===== config.mk =====
export PLATFORM = sky130hd
export DESIGN_NAME = integer_field_formatter
export DESIGN_NICKNAME = d
export VERILOG_FILES = /design/src/rtl/ifmt_pkg.sv /design/src/rtl/ifmt_conv.sv /design/src/rtl/ifmt_emit.sv /design/src/rtl/integer_field_formatter.sv
export SDC_FILE = /design/constraint.sdc
export NUM_CORES = 1
export LEC_CHECK = 0
export ABC_AREA = 1
export BUFFER_PORTS_ARGS = -buffer_cell sky130_fd_sc_hd__buf_4
export CELL_PAD_IN_SITES_DETAIL_PLACEMENT = 0
export CELL_PAD_IN_SITES_GLOBAL_PLACEMENT = 1
export CORE_ASPECT_RATIO = 1.5
export CORE_MARGIN = 5
export CORE_UTILIZATION = 30
export DETAILED_ROUTE_END_ITERATION = 6
export GPL_ROUTABILITY_DRIVEN = 0
export MAX_ROUTING_LAYER = met4
export PLACE_DENSITY_LB_ADDON = 0.1
export SETUP_SLACK_MARGIN = 0.4
export SLEW_MARGIN = 20
export SYNTH_ARGS = -nofsm -noshare
export SYNTH_HDL_FRONTEND = slang
export SYNTH_SLANG_ARGS = --single-unit

===== constraint.sdc =====
create_clock -name clk -period 7.4 [get_ports clk]
set_input_delay 1.48 -clock clk [delete_from_list [all_inputs] [get_ports clk]]
set_output_delay 1.48 -clock clk [all_outputs]
set_load 0.05 [all_outputs]

===== src/rtl/ifmt_pkg.sv =====
// shared types, codes and character constants for the integer field formatter
`timescale 1ns / 1ps
package ifmt_pkg;

	// counts and character positions within one field
	localparam int LEN_W = 7;
	localparam logic [LEN_W-1:0] PREC_LIMIT = 7'd60;

	localparam logic [1:0] RADIX_DEC    = 2'd0;
	localparam logic [1:0] RADIX_OCT    = 2'd1;
	localparam logic [1:0] RADIX_HEX    = 2'd2;
	localparam logic [1:0] RADIX_UNUSED = 2'd3;

	localparam logic [7:0] CH_ZERO  = 8'h30;
	localparam logic [7:0] CH_SPACE = 8'h20;
	localparam logic [7:0] CH_PLUS  = 8'h2B;
	localparam logic [7:0] CH_MINUS = 8'h2D;
	localparam logic [7:0] CH_X_LO  = 8'h78;
	localparam logic [7:0] CH_X_UP  = 8'h58;
	localparam logic [7:0] CH_A_LO  = 8'h61;
	localparam logic [7:0] CH_A_UP  = 8'h41;

	typedef enum logic [1:0] {
		CV_IDLE,
		CV_DABBLE,
		CV_NORM
	} conv_state_t;

	typedef enum logic [1:0] {
		EM_IDLE,
		EM_PLAN,
		EM_LAYOUT,
		EM_RUN
	} emit_state_t;

	typedef struct packed {
		logic       is_signed;
		logic [1:0] radix_sel;
		logic       upper_case;
		logic [5:0] field_width;
		logic [5:0] min_digits;
		logic       has_precision;
		logic       pad_zero;
		logic       left_justify;
		logic       force_sign;
		logic       space_sign;
		logic       alternate;
	} spec_t;

	typedef struct packed {
		logic             done;
		logic             neg;
		logic [LEN_W-1:0] ndig;
	} conv_res_t;

	function automatic logic [7:0] digit_char(input logic [3:0] d, input logic upper);
		logic [7:0] base;
		base = upper ? CH_A_UP : CH_A_LO;
		if (d < 4'd10)
			digit_char = CH_ZERO + {4'b0000, d};
		else
			digit_char = base + {4'b0000, d} - 8'd10;
	endfunction

endpackage


===== src/rtl/ifmt_conv.sv =====
// magnitude to digit register: bit-serial binary to bcd, or direct octal and hex split
`timescale 1ns / 1ps
module ifmt_conv #(
	parameter int VALUE_BITS = 32
) (
	input  logic                    clk,
	input  logic                    arst_n,
	input  logic                    go,
	input  logic [VALUE_BITS-1:0]   value,
	input  ifmt_pkg::spec_t         spec,
	input  logic                    dig_shift,
	output ifmt_pkg::conv_res_t     res,
	output logic [3:0]              top_digit
);

	localparam int DEC_DIGITS = (VALUE_BITS * 1233) / 4096 + 1;
	localparam int OCT_DIGITS = (VALUE_BITS + 2) / 3;
	localparam int NUM_DIGITS = (DEC_DIGITS > OCT_DIGITS) ? DEC_DIGITS : OCT_DIGITS;
	localparam int DIG_BITS   = 4 * NUM_DIGITS;
	localparam int CNT_W      = $clog2(VALUE_BITS + 1);

	ifmt_pkg::conv_state_t state_q, state_d;

	logic [VALUE_BITS-1:0]      mag_q;
	logic [DIG_BITS-1:0]        dig_q;
	logic [CNT_W-1:0]           cnt_q;
	logic [ifmt_pkg::LEN_W-1:0] ndig_q;
	logic                       neg_q;

	logic                  neg_d;
	logic                  dec_d;
	logic                  hex_d;
	logic [VALUE_BITS-1:0] mag_d;
	logic [DIG_BITS-1:0]   mag_ext;
	logic [DIG_BITS-1:0]   oct_grp;
	logic [DIG_BITS-1:0]   adj;
	logic                  norm_shift;

	always_comb begin
		neg_d   = spec.is_signed & value[VALUE_BITS-1];
		mag_d   = neg_d ? (~value + 1'b1) : value;
		dec_d   = spec.is_signed || (spec.radix_sel == ifmt_pkg::RADIX_DEC)
			|| (spec.radix_sel == ifmt_pkg::RADIX_UNUSED);
		hex_d   = !spec.is_signed && (spec.radix_sel == ifmt_pkg::RADIX_HEX);
		mag_ext = DIG_BITS'(mag_d);
		for (int i = 0; i < NUM_DIGITS; i++) begin
			oct_grp[4*i +: 4] = {1'b0, mag_ext[3*i +: 3]};
			// add three to every bcd digit of five or more before the shift
			adj[4*i +: 4] = (dig_q[4*i +: 4] >= 4'd5) ? (dig_q[4*i +: 4] + 4'd3)
				: dig_q[4*i +: 4];
		end
	end

	assign top_digit  = dig_q[DIG_BITS-1 -: 4];
	assign norm_shift = (ndig_q != '0) && (top_digit == 4'd0);

	always_comb begin
		state_d  = state_q;
		res.done = 1'b0;
		res.neg  = neg_q;
		res.ndig = ndig_q;
		unique case (state_q)
			ifmt_pkg::CV_IDLE: begin
				if (go)
					state_d = dec_d ? ifmt_pkg::CV_DABBLE : ifmt_pkg::CV_NORM;
			end
			ifmt_pkg::CV_DABBLE: begin
				if (cnt_q == CNT_W'(1))
					state_d = ifmt_pkg::CV_NORM;
			end
			ifmt_pkg::CV_NORM: begin
				if (!norm_shift) begin
					res.done = 1'b1;
					state_d  = ifmt_pkg::CV_IDLE;
				end
			end
			default: state_d = ifmt_pkg::CV_IDLE;
		endcase
	end

	always_ff @(posedge clk or negedge arst_n) begin
		if (!arst_n) begin
			state_q <= ifmt_pkg::CV_IDLE;
			cnt_q   <= '0;
			ndig_q  <= '0;
		end else begin
			state_q <= state_d;
			if (go && state_q == ifmt_pkg::CV_IDLE) begin
				cnt_q  <= CNT_W'(VALUE_BITS);
				ndig_q <= ifmt_pkg::LEN_W'(NUM_DIGITS);
			end else if (state_q == ifmt_pkg::CV_DABBLE) begin
				cnt_q <= cnt_q - 1'b1;
			end else if (state_q == ifmt_pkg::CV_NORM && norm_shift) begin
				ndig_q <= ndig_q - 1'b1;
			end
		end
	end

	always_ff @(posedge clk) begin
		unique case (state_q)
			ifmt_pkg::CV_IDLE: begin
				if (go) begin
					neg_q <= neg_d;
					mag_q <= mag_d;
					if (dec_d)
						dig_q <= '0;
					else if (hex_d)
						dig_q <= mag_ext;
					else
						dig_q <= oct_grp;
				end else if (dig_shift) begin
					dig_q <= {dig_q[DIG_BITS-5:0], 4'd0};
				end
			end
			ifmt_pkg::CV_DABBLE: begin
				dig_q <= {adj[DIG_BITS-2:0], mag_q[VALUE_BITS-1]};
				mag_q <= {mag_q[VALUE_BITS-2:0], 1'b0};
			end
			ifmt_pkg::CV_NORM: begin
				// drop leading zero digits, one a cycle
				if (norm_shift)
					dig_q <= {dig_q[DIG_BITS-5:0], 4'd0};
			end
			default: begin
			end
		endcase
	end

endmodule


===== src/rtl/ifmt_emit.sv =====
// field layout and one-character-per-cycle serialiser
`timescale 1ns / 1ps
module ifmt_emit #(
	parameter int MAX_FIELD_CHARS = 64
) (
	input  logic                clk,
	input  logic                arst_n,
	input  ifmt_pkg::spec_t     spec,
	input  ifmt_pkg::conv_res_t res,
	input  logic [3:0]          top_digit,
	output logic                dig_shift,
	output logic                strobe,
	output logic [7:0]          out_char,
	output logic                last_char
);

	localparam int W = ifmt_pkg::LEN_W;

	ifmt_pkg::emit_state_t state_q, state_d;

	logic         neg_q;
	logic [W-1:0] ndig_q;
	logic         sign_q;
	logic [W-1:0] zpad_q;
	logic [1:0]   pfx_q;
	logic [W-1:0] pzero_q;
	logic [W-1:0] text_q;
	logic [W-1:0] lpad_end_q, sign_end_q, zero_end_q, pfx_end_q;
	logic [W-1:0] pzero_end_q, dig_end_q, total_q;
	logic [W-1:0] k_q;

	logic [W-1:0] width_x, prec, pmin, nd, dfin, zpad_d, text_d, npad, lpad, rpad;
	logic [W-1:0] b1, b2, b3, b4, b5, b6, b7;
	logic         sign_d, hex_u, oct_u;
	logic [1:0]   pfx_d;
	logic [7:0]   pad_ch, sign_ch;

	// lengths of the pieces of the field
	always_comb begin
		width_x = {1'b0, spec.field_width};
		prec    = ({1'b0, spec.min_digits} > ifmt_pkg::PREC_LIMIT) ? ifmt_pkg::PREC_LIMIT
			: {1'b0, spec.min_digits};
		pmin    = spec.has_precision ? prec : '0;
		nd      = (ndig_q > pmin) ? ndig_q : pmin;
		dfin    = (nd == '0) ? W'(1) : nd;
		hex_u   = !spec.is_signed && (spec.radix_sel == ifmt_pkg::RADIX_HEX);
		oct_u   = !spec.is_signed && (spec.radix_sel == ifmt_pkg::RADIX_OCT);
		sign_d  = spec.is_signed && (neg_q || spec.force_sign || spec.space_sign);
		// no prefix when the only digit is the zero fallback
		if (spec.alternate && (nd != '0) && hex_u)
			pfx_d = 2'd2;
		else if (spec.alternate && (nd != '0) && oct_u)
			pfx_d = 2'd1;
		else
			pfx_d = 2'd0;
		zpad_d = (spec.is_signed && spec.pad_zero && (width_x > dfin + W'(1)))
			? (width_x - dfin - W'(1)) : '0;
		text_d = W'(sign_d) + zpad_d + W'(pfx_d) + dfin;
	end

	always_comb begin
		npad = (width_x > text_q) ? (width_x - text_q) : '0;
		lpad = spec.left_justify ? '0 : npad;
		rpad = spec.left_justify ? npad : '0;
		b1   = lpad;
		b2   = b1 + W'(sign_q);
		b3   = b2 + zpad_q;
		b4   = b3 + W'(pfx_q);
		b5   = b4 + pzero_q;
		b6   = b5 + ndig_q;
		b7   = b6 + rpad;
	end

	always_comb begin
		pad_ch = spec.pad_zero ? ifmt_pkg::CH_ZERO : ifmt_pkg::CH_SPACE;
		if (neg_q)
			sign_ch = ifmt_pkg::CH_MINUS;
		else if (spec.force_sign)
			sign_ch = ifmt_pkg::CH_PLUS;
		else
			sign_ch = ifmt_pkg::CH_SPACE;
	end

	always_comb begin
		state_d   = state_q;
		strobe    = 1'b0;
		dig_shift = 1'b0;
		out_char  = pad_ch;
		last_char = 1'b0;
		unique case (state_q)
			ifmt_pkg::EM_IDLE: begin
				if (res.done)
					state_d = ifmt_pkg::EM_PLAN;
			end
			ifmt_pkg::EM_PLAN: begin
				state_d = ifmt_pkg::EM_LAYOUT;
			end
			ifmt_pkg::EM_LAYOUT: begin
				state_d = ifmt_pkg::EM_RUN;
			end
			ifmt_pkg::EM_RUN: begin
				strobe = 1'b1;
				priority if (k_q < lpad_end_q) begin
					out_char = pad_ch;
				end else if (k_q < sign_end_q) begin
					out_char = sign_ch;
				end else if (k_q < zero_end_q) begin
					out_char = ifmt_pkg::CH_ZERO;
				end else if (k_q < pfx_end_q) begin
					if (k_q == zero_end_q)
						out_char = ifmt_pkg::CH_ZERO;
					else
						out_char = spec.upper_case ? ifmt_pkg::CH_X_UP : ifmt_pkg::CH_X_LO;
				end else if (k_q < pzero_end_q) begin
					out_char = ifmt_pkg::CH_ZERO;
				end else if (k_q < dig_end_q) begin
					out_char  = ifmt_pkg::digit_char(top_digit, spec.upper_case);
					dig_shift = 1'b1;
				end else begin
					out_char = pad_ch;
				end
				last_char = (k_q == total_q - W'(1)) || (k_q == W'(MAX_FIELD_CHARS - 1));
				if (last_char)
					state_d = ifmt_pkg::EM_IDLE;
			end
			default: state_d = ifmt_pkg::EM_IDLE;
		endcase
	end

	always_ff @(posedge clk or negedge arst_n) begin
		if (!arst_n) begin
			state_q <= ifmt_pkg::EM_IDLE;
			k_q     <= '0;
		end else begin
			state_q <= state_d;
			if (state_q == ifmt_pkg::EM_RUN)
				k_q <= k_q + W'(1);
			else
				k_q <= '0;
		end
	end

	always_ff @(posedge clk) begin
		if (state_q == ifmt_pkg::EM_IDLE && res.done) begin
			neg_q  <= res.neg;
			ndig_q <= res.ndig;
		end
		if (state_q == ifmt_pkg::EM_PLAN) begin
			sign_q  <= sign_d;
			zpad_q  <= zpad_d;
			pfx_q   <= pfx_d;
			pzero_q <= dfin - ndig_q;
			text_q  <= text_d;
		end
		if (state_q == ifmt_pkg::EM_LAYOUT) begin
			lpad_end_q  <= b1;
			sign_end_q  <= b2;
			zero_end_q  <= b3;
			pfx_end_q   <= b4;
			pzero_end_q <= b5;
			dig_end_q   <= b6;
			total_q     <= b7;
		end
	end

endmodule


===== src/rtl/integer_field_formatter.sv =====
// printf-style integer formatter: decimal items run through the bcd shift register, then
// leading-zero removal and the layout states; octal and hex items skip the bcd step. the
// serialiser then sends one character per cycle for up to MAX_FIELD_CHARS characters.
// the bcd shift register (one value bit per cycle) and the serialiser set the rate:
// an item occupies the block until its last character, busy falls after that cycle.
// reset clears busy and both sequencers; results cannot be stalled by the receiver.
`timescale 1ns / 1ps
module integer_field_formatter #(
	parameter int VALUE_BITS      = 32,
	parameter int MAX_FIELD_CHARS = 64
) (
	input  logic                  clk,
	input  logic                  arst_n,
	input  logic                  start,
	output logic                  busy,
	input  logic [VALUE_BITS-1:0] value,
	input  logic                  is_signed,
	input  logic [1:0]            radix_sel,
	input  logic                  upper_case,
	input  logic [5:0]            field_width,
	input  logic [5:0]            min_digits,
	input  logic                  has_precision,
	input  logic                  pad_zero,
	input  logic                  left_justify,
	input  logic                  force_sign,
	input  logic                  space_sign,
	input  logic                  alternate,
	output logic                  strobe,
	output logic [7:0]            out_char,
	output logic                  last_char
);

	ifmt_pkg::spec_t     spec_d, spec_q;
	ifmt_pkg::conv_res_t conv_res;
	logic                busy_q;
	logic                accept;
	logic                dig_shift;
	logic [3:0]          top_digit;

	always_comb begin
		spec_d.is_signed     = is_signed;
		spec_d.radix_sel     = radix_sel;
		spec_d.upper_case    = upper_case;
		spec_d.field_width   = field_width;
		spec_d.min_digits    = min_digits;
		spec_d.has_precision = has_precision;
		spec_d.pad_zero      = pad_zero;
		spec_d.left_justify  = left_justify;
		spec_d.force_sign    = force_sign;
		spec_d.space_sign    = space_sign;
		spec_d.alternate     = alternate;
	end

	assign accept = start && !busy_q;
	assign busy   = busy_q;

	always_ff @(posedge clk or negedge arst_n) begin
		if (!arst_n) begin
			busy_q <= 1'b0;
		end else if (accept) begin
			busy_q <= 1'b1;
		end else if (strobe && last_char) begin
			busy_q <= 1'b0;
		end
	end

	always_ff @(posedge clk) begin
		if (accept)
			spec_q <= spec_d;
	end

	ifmt_conv #(
		.VALUE_BITS (VALUE_BITS)
	) u_conv (
		.clk       (clk),
		.arst_n    (arst_n),
		.go        (accept),
		.value     (value),
		.spec      (spec_d),
		.dig_shift (dig_shift),
		.res       (conv_res),
		.top_digit (top_digit)
	);

	ifmt_emit #(
		.MAX_FIELD_CHARS (MAX_FIELD_CHARS)
	) u_emit (
		.clk       (clk),
		.arst_n    (arst_n),
		.spec      (spec_q),
		.res       (conv_res),
		.top_digit (top_digit),
		.dig_shift (dig_shift),
		.strobe    (strobe),
		.out_char  (out_char),
		.last_char (last_char)
	);

endmodule


After elaboration in Yosys (flattened, before gate mapping)
Index checks and enable logic that the tools add are counted.

operators by class
  reductions and logical operators = 41
  add/subtract/negate cells = 33
  $lt $le $gt $ge = 22
  mux-type cells = 71
  equal/unequal tests = 21
  bitwise logic cells = 2

operators with widths
  cell                                                  count
  2-to-1 mux 44 bit                                     4
  one-hot mux 44 bit (3 select lines)                   1
  2-to-1 mux 8 bit                                      10
  2-to-1 mux 7 bit                                      11
  2-to-1 mux 32 bit                                     2
  one-hot mux 32 bit (2 select lines)                   1
  >= comparator 4 x 3 -> 1 bit (second input constant)  11
  2-to-1 mux 4 bit                                      11
  less-than comparator 7 bit                            6
  2-to-1 mux 42 bit                                     1
  adder 4 x 2 -> 4 bit (second input constant)          10
  adder 7 bit                                           5
  adder 32 x 1 -> 32 bit (second input constant)        1
  NOT 32 bit                                            1
  2-to-1 mux 6 bit                                      5
  subtractor 7 x 1 -> 7 bit (second input constant)     3
  logical AND 1 bit                                     15
  adder 7 x 1 -> 7 bit (second input constant)          2
  adder 7 x 2 -> 7 bit                                  2
  == test 7 bit                                         2
  > comparator 6 x 7 -> 1 bit                           2
  2-to-1 mux 1 bit                                      14
  2-to-1 mux 2 bit                                      7
  nonzero test 7 bit                                    2
  other kinds (33)                                      61

storage, ports and cells
  output and inout port bits = 11
  input port bits = 57
  flip-flop bits (word level) = 205
  word-level logic and storage cells = 224

Depth between registers and ports, before layout
Gate-level depths: netlist of run 1.

  depth after elaboration = 14
  gate-level depth with buffers = 41
  depth with buffers taken out = 41

By module
From an unflattened synthesis of run 1, not the netlist that was laid out.

unflattened totals
  cell total of the unflattened synthesis = 1775
  area total of the unflattened synthesis = 14896.8 um2

by module, submodules not included
  module                   area an instance (um2)  times used  cells each  sequential area each (um2)
  ifmt_emit                7412.1                  1           835         2657.5
  ifmt_conv                6774.0                  1           911         2687.6
  integer_field_formatter  710.7                   1           29          685.7

Least setup slack after synthesis of run 1
OpenSTA, ideal clock, no wires.

  path kind = register -> register
  from = register spec_q[17] (netlist name)
  to = register u_emit.total_q[6] (data pin)
  setup time = 253 ps
  setup slack = 1613 ps
  path buffers = 0
  cell stages (with the launch flop) = 33
  data arrival time = 5534 ps
  data required time = 7147 ps
  clock period less this slack = 5787 ps
  cells stage by stage = edfxtp_1 -> ha_1 -> inv_2 -> nor2_1 -> a21oi_1 -> nand2_4 -> nand2_4 -> nor3_1 -> ha_1 -> ha_1 -> fa_1 -> inv_1 -> fa_1 -> xor2_1 -> inv_1 -> ha_1 -> a21oi_1 -> nand2_1 -> xnor2_1 -> inv_1 -> ha_1 -> nand2_1 -> o21ai_0 -> xnor2_1 -> inv_1 -> ha_1 -> nand2_1 -> nand2_1 -> a21oi_1 -> xor2_1 -> inv_1 -> nand3_1 -> nand2_1

on the way
  cells in the longest elaborated chain, start to end = 9
  elaborated cells between the ends (all ways) = 11
  those cells by class = add/sub: 7; order compare: 1; mux: 3

ends and longest elaborated chain
  what                         line                           RTL
  from (decl)                  integer_field_formatter.sv:33  ifmt_pkg::spec_t spec_d, spec_q;
  from (signal assigned)       integer_field_formatter.sv:69  spec_q <= spec_d;
  > comparator 6 x 7 -> 1 bit  ifmt_emit.sv:62                npad = (width_x > text_q) ? (width_x - text_q) : '0;
  2-to-1 mux 7 bit             ifmt_emit.sv:62
  2-to-1 mux 7 bit             ifmt_emit.sv:63                lpad = spec.left_justify ? '0 : npad;
  named net u_emit.b1[0]       ifmt_emit.sv:33                logic [W-1:0] b1, b2, b3, b4, b5, b6, b7;
  adder 7 x 1 -> 7 bit         ifmt_emit.sv:66                b2 = b1 + W'(sign_q);
  named net u_emit.b2[1]       ifmt_emit.sv:33
  adder 7 bit                  ifmt_emit.sv:67                b3 = b2 + zpad_q;
  named net u_emit.b3[1]       ifmt_emit.sv:33
  adder 7 x 2 -> 7 bit         ifmt_emit.sv:68                b4 = b3 + W'(pfx_q);
  named net u_emit.b4[2]       ifmt_emit.sv:33
  adder 7 bit                  ifmt_emit.sv:69                b5 = b4 + pzero_q;
  named net u_emit.b5[3]       ifmt_emit.sv:33
  adder 7 bit                  ifmt_emit.sv:70                b6 = b5 + ndig_q;
  named net u_emit.b6[4]       ifmt_emit.sv:33
  adder 7 bit                  ifmt_emit.sv:71                b7 = b6 + rpad;
  named net u_emit.b7[6]       ifmt_emit.sv:33
  to (signal assigned)         ifmt_emit.sv:162               total_q <= b7;
  to (decl)                    ifmt_emit.sv:29                logic [W-1:0] pzero_end_q, dig_end_q, total_q;

The timed path passes the listed nets, and every way through them passes these cells.
A chain may end at the register's enable or synchronous reset.

Final worst setup path of run 1
  from = register spec_q[16] (netlist name)
  to = register u_emit.total_q[6] (data pin)

The elaborated chain is that of the path after synthesis.

==> results of run 1 <==
registers in the layout (all words and copies together), names as in the netlist, 2 cells and up:
signal	count
u_emit.pfx_q	2
u_emit.pzero_end_q	7
u_emit.lpad_end_q	7
u_emit.state_q	2
u_emit.sign_end_q	7
u_emit.pzero_q	7
u_emit.text_q	7
u_emit.total_q	7
u_emit.zero_end_q	7
u_emit.ndig_q	7
u_conv.ndig_q	7
u_emit.k_q	7
u_conv.mag_q	32
u_conv.cnt_q	6
u_emit.zpad_q	7
u_emit.dig_end_q	7
u_conv.state_q	2
spec_q	22
u_emit.pfx_end_q	7
u_conv.dig_q	44
routing by layer:
layer,up-vias,routed length (µm),track usage
met3,61,947,0.0153
met2,150,26500,0.355
met4,0,1750,0.0614
li1,5919,-,-
met1,5533,16900,0.176
met5,-,0,-
power breakdown:
group	switching (µW)	internal, µW	leakage [µW]
clock network	509	770	0.000412
registers	0	1250	0.00177
logic	69.7	37.2	0.00523
total	578	2060	0.00741
layout by cell type (no fill, tap or decap), types with 11 or more instances in the layout:
cell	n
sky130_fd_sc_hd__clkbuf_16	28
sky130_fd_sc_hd__o21ai_0	125
sky130_fd_sc_hd__xor2_1	69
sky130_fd_sc_hd__xnor2_1	17
sky130_fd_sc_hd__a21oi_1	157
sky130_fd_sc_hd__fa_1	11
sky130_fd_sc_hd__edfxtp_1	180
sky130_fd_sc_hd__nand2_2	13
sky130_fd_sc_hd__o211ai_1	11
sky130_fd_sc_hd__nor3_1	23
sky130_fd_sc_hd__inv_1	266
sky130_fd_sc_hd__nand2_1	266
sky130_fd_sc_hd__buf_4	80
sky130_fd_sc_hd__ha_1	143
sky130_fd_sc_hd__nand3_1	54
sky130_fd_sc_hd__nand4_1	20
sky130_fd_sc_hd__dfrtp_1	25
sky130_fd_sc_hd__a22oi_1	20
sky130_fd_sc_hd__nor2_1	132
worst paths after layout:
check / from / endpoint / slack (ns) / depth (start not counted)
worst min register to register: u_conv.neg_q$_DFFE_PP_ / u_emit.neg_q$_DFFE_PP_ / 0.42 / 0
worst min-delay path: u_conv.neg_q$_DFFE_PP_ / u_emit.neg_q$_DFFE_PP_ / 0.42 / 0
min in group asynchronous: arst_n / u_emit.k_q[4]$_DFF_PN0_ / 0.86 / 1
worst max register to register: spec_q[16]$_DFFE_PP_ / u_emit.total_q[6]$_DFFE_PP_ / 1.00 / 31
max in group asynchronous: arst_n / u_conv.ndig_q[4]$_DFFE_PN0P_ / 6.26 / 1
worst max-delay path: spec_q[16]$_DFFE_PP_ / u_emit.total_q[6]$_DFFE_PP_ / 1.00 / 31
area by class of cell:
cell class	instances	area share
Inverter	276	0.0618
Timing Repair Buffer	80	0.0358
Tap cell	656	0.0490
Sequential cell	205	0.360
Clock buffer	34	0.0443
Multi-Input combinational cell	1174	0.443
Clock inverter	10	0.00619
per-stage QoR:
stage | worst slack, ns | utilization | hold slack, ns
after floorplan | 1.61 | - | 0.400
after global placement | 1.05 | 0.329 | 0.416
after detailed placement | 0.954 | 0.329 | 0.418
after CTS | 0.935 | 0.346 | 0.428
after global routing | 0.409 | 0.346 | 0.436
final | 1.00 | 0.346 | 0.422
kinds of logic (layout without fill, tap and decap cells):
logic type,after synthesis,in the layout,synth area share
and+or+nand+nor,541,541,0.163
AOI/OAI and AO/OA,390,390,0.153
buffers and inverters,310,400,0.0804
DFF,205,205,0.413
adders and majority gates,156,156,0.139
xor gates and xnor gates,86,86,0.0515
other,1,1,0.000257
==> parameters.txt, run 1 <==
Parameter                              Value

Clock tree
  TritonCTS sink count    205
  Worst-skew pair later-pin latency    0.54 ns
  CTS root buffer    sky130_fd_sc_hd__clkbuf_16
  CTS H-tree lvls    1
  Post-CTS repair timing setup buffer count    0
  Number of buffers added by the clock tree synthesis step    26
  Hold buffer count at CTS    0
  Maximum number of buffers from clock root to sink    3
  Resize count post-CTS    0
  Clock-pin transition on the worst setup and hold timing paths    around 0.06 ns
  TritonCTS clock tree    yes

Logic synthesis
  Mapped cell area    0.0146 mm²
  Count of state elements after synthesis    205
  Share of flip-flops with an asynchronous set or reset    0.122
  Cell types with the highest counts after synthesis    266 x sky130_fd_sc_hd__inv_1, 266 x sky130_fd_sc_hd__nand2_1, 180 x sky130_fd_sc_hd__edfxtp_1, 157 x sky130_fd_sc_hd__a21oi_1, 145 x sky130_fd_sc_hd__ha_1
  Area share of the leading cell type in the synthesized netlist    0.370
  Share of the yosys chip area belonging to registers    0.413
  EDFF count, synth    180
  Mean instance size in the synthesized netlist    slightly below 9 µm²
  Gate Count Post-Synth    1689
  Syn Nets    1902
  Library cell with the largest summed area after synthesis    sky130_fd_sc_hd__edfxtp_1
  Leading post-synthesis cells by cell area    sky130_fd_sc_hd__edfxtp_1 37%, sky130_fd_sc_hd__ha_1 12%, sky130_fd_sc_hd__inv_1 6.8%
  Number of distinct library cells after synthesis    62
  Commonest register cell after synthesis    sky130_fd_sc_hd__edfxtp_1
  Number of synthesis warnings    0

Pwr
  PD cells    roughly 160 mW/mm²
  Total chip power    2630 µW
  Maximum resistive drop on vdd    0.163 mV
  Leakage power summed over all cells    0.00741 µW

Layout
  Post-route cell area    0.0168 mm²
  Layout cell share with drive strength beyond 1    0.0922
  Final Instance Count excl. Fillers    around 2400
  Footprint of the multi-input gates    about 0.0074 mm²
  Number of fill cells    5043
  Nets@finish    1976
  Area taken by flip-flops and latches    around 0.006 mm²
  Area growth syn-to-layout    14.7%
  Antenna Cells    0

Place
  Inst Count DP    2391
  Post-DP Area    0.0159 mm²
  Half-perimeter wire length after detailed placement    36.7 mm
  Total of buffers placed on input and output ports    66

Route
  Via-to-Cell Ratio    between 4 and 5
  Final ANT Viol Nets    0
  Overall routed net length    46.1 mm
  First-iteration detailed-routing DRC count    493
  Number of DRC violations after detailed routing    0
  Iteration count of the initial detailed-routing pass    5
  Detailed-route via count    approximately 12000
  Average routed wire per standard cell    18.9 µm

Timing
  Final Slew Violations    0
  Final critical delay including setup and external delays    6.40 ns
  RSZ-0062 raised after global routing    false
  Worst rel slew slack    0.413
  Setup clock skew after layout    0.0168 ns
  Final worst path period share    0.864
  Setup_tns    0 ns
  Highest attainable clock frequency    156 MHz
  Number of failing hold endpoints at the final stage    0
  Worst-margin pin slew    0.879 ns
  Setup violation total in the final timing report    0

Critical path
  Peak fanout along the critical path    8
  Data required time of the critical path    approximately 7.7 ns
  Sort of element at the end of the critical path    flip-flop
  Worst path max stage delay    0.58 ns
  CP bufs+invs    5
  Gate family responsible for the most delay along the worst path    adder cells
  Critical path data arrival time    about 6.7 ns
  Type of element launching the critical path    flip-flop
  Critical-path cell with the highest stage delay    sky130_fd_sc_hd__fa_1
  Critical path class    flip-flop to flip-flop

Run
  Maxcap violations    0

Floorplan
  Starting density of the core    0.302
  Number of top-level design ports    68
  Core area    approximately 0.048 mm²
  Number of cell rows    99
  Die footprint    0.0533 mm²
  Chip Height    280 µm
  DIE WIDTH    190 µm

Global route
  Aggregate global routing overflow    0
  Via count of the first global-routing pass    11982
  First-pass GRT wire length    70.5 mm
  Number of antenna violations at the first check in global routing    0
  Overall fraction of global-route tracks in use    0.177
  Maximum number of pins on one net before global-route repair    between 50 and 60

Status
  Result of the run    finished clean

Min path
  Min-Delay Path Class    flip-flop to flip-flop
Power figures use the tool's default switching activity.
==> run 2: changes to the inputs <==
--- a/config.mk
+++ b/config.mk
@@ -7,15 +7,12 @@
 export LEC_CHECK = 0
 export ABC_AREA = 1
 export BUFFER_PORTS_ARGS = -buffer_cell sky130_fd_sc_hd__buf_4
-export CELL_PAD_IN_SITES_DETAIL_PLACEMENT = 0
-export CELL_PAD_IN_SITES_GLOBAL_PLACEMENT = 1
 export CORE_ASPECT_RATIO = 1.5
 export CORE_MARGIN = 5
 export CORE_UTILIZATION = 30
 export DETAILED_ROUTE_END_ITERATION = 6
 export GPL_ROUTABILITY_DRIVEN = 0
 export MAX_ROUTING_LAYER = met4
-export PLACE_DENSITY_LB_ADDON = 0.1
 export SETUP_SLACK_MARGIN = 0.4
 export SLEW_MARGIN = 20
 export SYNTH_ARGS = -nofsm -noshare
==> parameters.txt, run 2 (synthesized netlist as in run 1, its figures left out) <==
Parameter                              Value

Clock tree
  Maximum number of buffers from clock root to sink    3 (unchanged)
  Clock-pin transition on the worst setup and hold timing paths    0.06 ns (about the same)
  Hold buffer count at CTS    0 (unchanged)
  CTS H-tree lvls    1 (unchanged)
  Post-CTS repair timing setup buffer count    0 (unchanged)
  CTS root buffer    sky130_fd_sc_hd__clkbuf_16
  TritonCTS sink count    205 (unchanged)
  Worst-skew pair later-pin latency    0.54 ns (about the same)
  TritonCTS clock tree    yes
  Number of buffers added by the clock tree synthesis step    25 (-3.8%)

Floorplan
  Core area    0.0484 mm² (unchanged)
  DIE WIDTH    190 µm (unchanged)
  Die footprint    0.0533 mm² (unchanged)
  Starting density of the core    0.302 (unchanged)
  Chip Height    280 µm (unchanged)
  Number of top-level design ports    68 (unchanged)
  Number of cell rows    99 (unchanged)

Layout
  Final Instance Count excl. Fillers    2434 (-0.041%)
  Largest reg by FF count    u_conv.dig_q
  Antenna Cells    0 (unchanged)
  Number of fill cells    5015 (-0.56%)
  Area growth syn-to-layout    14.5%
  Nets@finish    1972 (-0.20%)
  Layout cell share with drive strength beyond 1    0.0917 (-0.000511)
  Area taken by flip-flops and latches    0.00603 mm² (unchanged)
  Footprint of the multi-input gates    0.00742 mm² (about the same)
  Most frequent cells in the layout    266 x sky130_fd_sc_hd__inv_1, 266 x sky130_fd_sc_hd__nand2_1, 180 x sky130_fd_sc_hd__edfxtp_1, 157 x sky130_fd_sc_hd__a21oi_1, 142 x sky130_fd_sc_hd__ha_1
  Final cell utilization of the core    0.346 (-0.000646)
  Number of flip-flops in the largest register    44 (unchanged)
  Largest registers ranked by flip-flop count    u_conv.dig_q x44, u_conv.mag_q x32, spec_q x22

Route
  Overall routed net length    38.7 mm (-16%)
  Average routed wire per standard cell    15.9 µm (-16%)
  Iteration count of the initial detailed-routing pass    5 (unchanged)
  First-iteration detailed-routing DRC count    744 (+51%)
  Final ANT Viol Nets    0 (unchanged)
  Detailed-route via count    11850 (+1.6%)
  Via-to-Cell Ratio    4.87 (+1.6%)
  Number of DRC violations after detailed routing    0 (unchanged)

Place
  Half-perimeter wire length after detailed placement    30.3 mm (-18%)
  Total of buffers placed on input and output ports    66 (unchanged)
  Setup WS pre-CTS    1.00 ns (+0.0462 ns)
  Inst Count DP    2388 (-0.13%)

Timing
  Highest attainable clock frequency    157 MHz (+0.16%)
  Setup clock skew after layout    0.0142 ns (-0.00266 ns)
  Setup_tns    0 ns (unchanged)
  Final Slew Violations    0 (unchanged)
  Setup violation total in the final timing report    0 (unchanged)
  Post-layout worst setup margin    1.01 ns (+0.0105 ns)
  Worst rel slew slack    0.261 (-0.153)
  Final critical delay including setup and external delays    6.39 ns (-0.0104 ns)
  RSZ-0062 raised after global routing    false
  Final worst path period share    0.863 (-0.00141)
  Number of failing hold endpoints at the final stage    0 (unchanged)
  Worst-margin pin slew    1.11 ns (+0.229 ns)

Global route
  Number of antenna violations at the first check in global routing    0 (unchanged)
  Via count of the first global-routing pass    12116 (+1.1%)
  Overall fraction of global-route tracks in use    0.148 (-0.0289)
  Maximum number of pins on one net before global-route repair    51 (-8.9%)
  First-pass GRT wire length    62.3 mm (-12%)
  Aggregate global routing overflow    0 (unchanged)

Critical path
  Critical path class    flip-flop to flip-flop
  Data required time of the critical path    7.69 ns (about the same)
  Worst path max stage delay    0.55 ns (-0.03 ns)
  Gate family responsible for the most delay along the worst path    adder cells
  Critical-path cell with the highest stage delay    sky130_fd_sc_hd__fa_1
  Critical path data arrival time    6.67 ns (-0.03 ns)
  Type of element launching the critical path    flip-flop
  CP bufs+invs    6 (+1)
  Sort of element at the end of the critical path    flip-flop
  Peak fanout along the critical path    8 (unchanged)

Pwr
  Portion of total power attributed to the clock network    0.485 (about the same)
  Part of the total power dissipated in sequential elements    0.477 (+0.003)
  PD cells    156 mW/mm² (-0.46%)
  Internal Dissipation    2040 µW (-0.73%)
  Combinational power share    0.038 (-0.003)
  Switching power summed over all nets    576 µW (-0.36%)
  Leakage power summed over all cells    0.00739 µW (-0.28%)
  Share of total power consumed by net switching    0.220 (+0.000631)
  Maximum resistive drop on vdd    0.135 mV (-17%)

Run
  Maxcap violations    0 (unchanged)

Status
  Result of the run    finished clean

Min path
  Min-Delay Path Class    flip-flop to flip-flop
==> run 2: final timing paths <==
| kind | startpoint | end | slack (ns) | cells past startpoint |
|---|---|---|---|---|
| worst min-delay path | u_conv.neg_q$_DFFE_PP_ | u_emit.neg_q$_DFFE_PP_ | 0.45 | 0 |
| min in group asynchronous | arst_n | u_emit.k_q[5]$_DFF_PN0_ | 0.87 | 1 |
| worst max-delay path | spec_q[14]$_DFFE_PP_ | u_emit.total_q[6]$_DFFE_PP_ | 1.01 | 34 |
| worst min register to register | u_conv.neg_q$_DFFE_PP_ | u_emit.neg_q$_DFFE_PP_ | 0.45 | 0 |
| max in group asynchronous | arst_n | u_conv.ndig_q[2]$_DFFE_PN0P_ | 6.22 | 1 |
| worst max register to register | spec_q[14]$_DFFE_PP_ | u_emit.total_q[6]$_DFFE_PP_ | 1.01 | 34 |
==> run 2: routing by layer <==
layer / up-vias / global-route usage / wire length (µm)
met2: 285 / 0.270 / 20300
met3: 92 / 0.0168 / 1510
li1: 5903 / - / -
met5: - / - / 0
met1: 5570 / 0.163 / 15100
met4: 0 / 0.0626 / 1720
==> run 2: cell type report <==
cell class | count | share of cell area
clock inverter | 13 | 0.0101
timing repair buffer | 77 | 0.0345
tap | 656 | 0.0491
multi-input combinational | 1174 | 0.444
inverter | 276 | 0.0619
clock buffer | 33 | 0.0404
sequential | 205 | 0.360
==> run 2: metrics by stage <==
stage	hold WS [ns]	total power, µW	cell area, µm²
floorplan	0.400	1320	14600
global placement	0.434	1370	15900
detailed placement	0.434	1370	15900
CTS	0.452	2660	16700
global route	0.481	2710	16700
finish	0.454	2620	16700
==> run 2: what timing repair did <==
item	in CTS	in global routing
hold endpoints to repair	0	0
gates resized for setup	0	1
setup endpoints to repair	0	1
==> run 2: power groups by stage <==
| stage | combinational [µW] | sequential, µW | clock, µW |
|---|---|---|---|
| CTS | 100 | 1250 | 1310 |
| floorplan | 47.2 | 1270 | 0 |
| global route | 111 | 1250 | 1350 |
| finish | 98.6 | 1250 | 1270 |
| global placement | 98.0 | 1270 | 0 |
| detailed placement | 100 | 1270 | 0 |
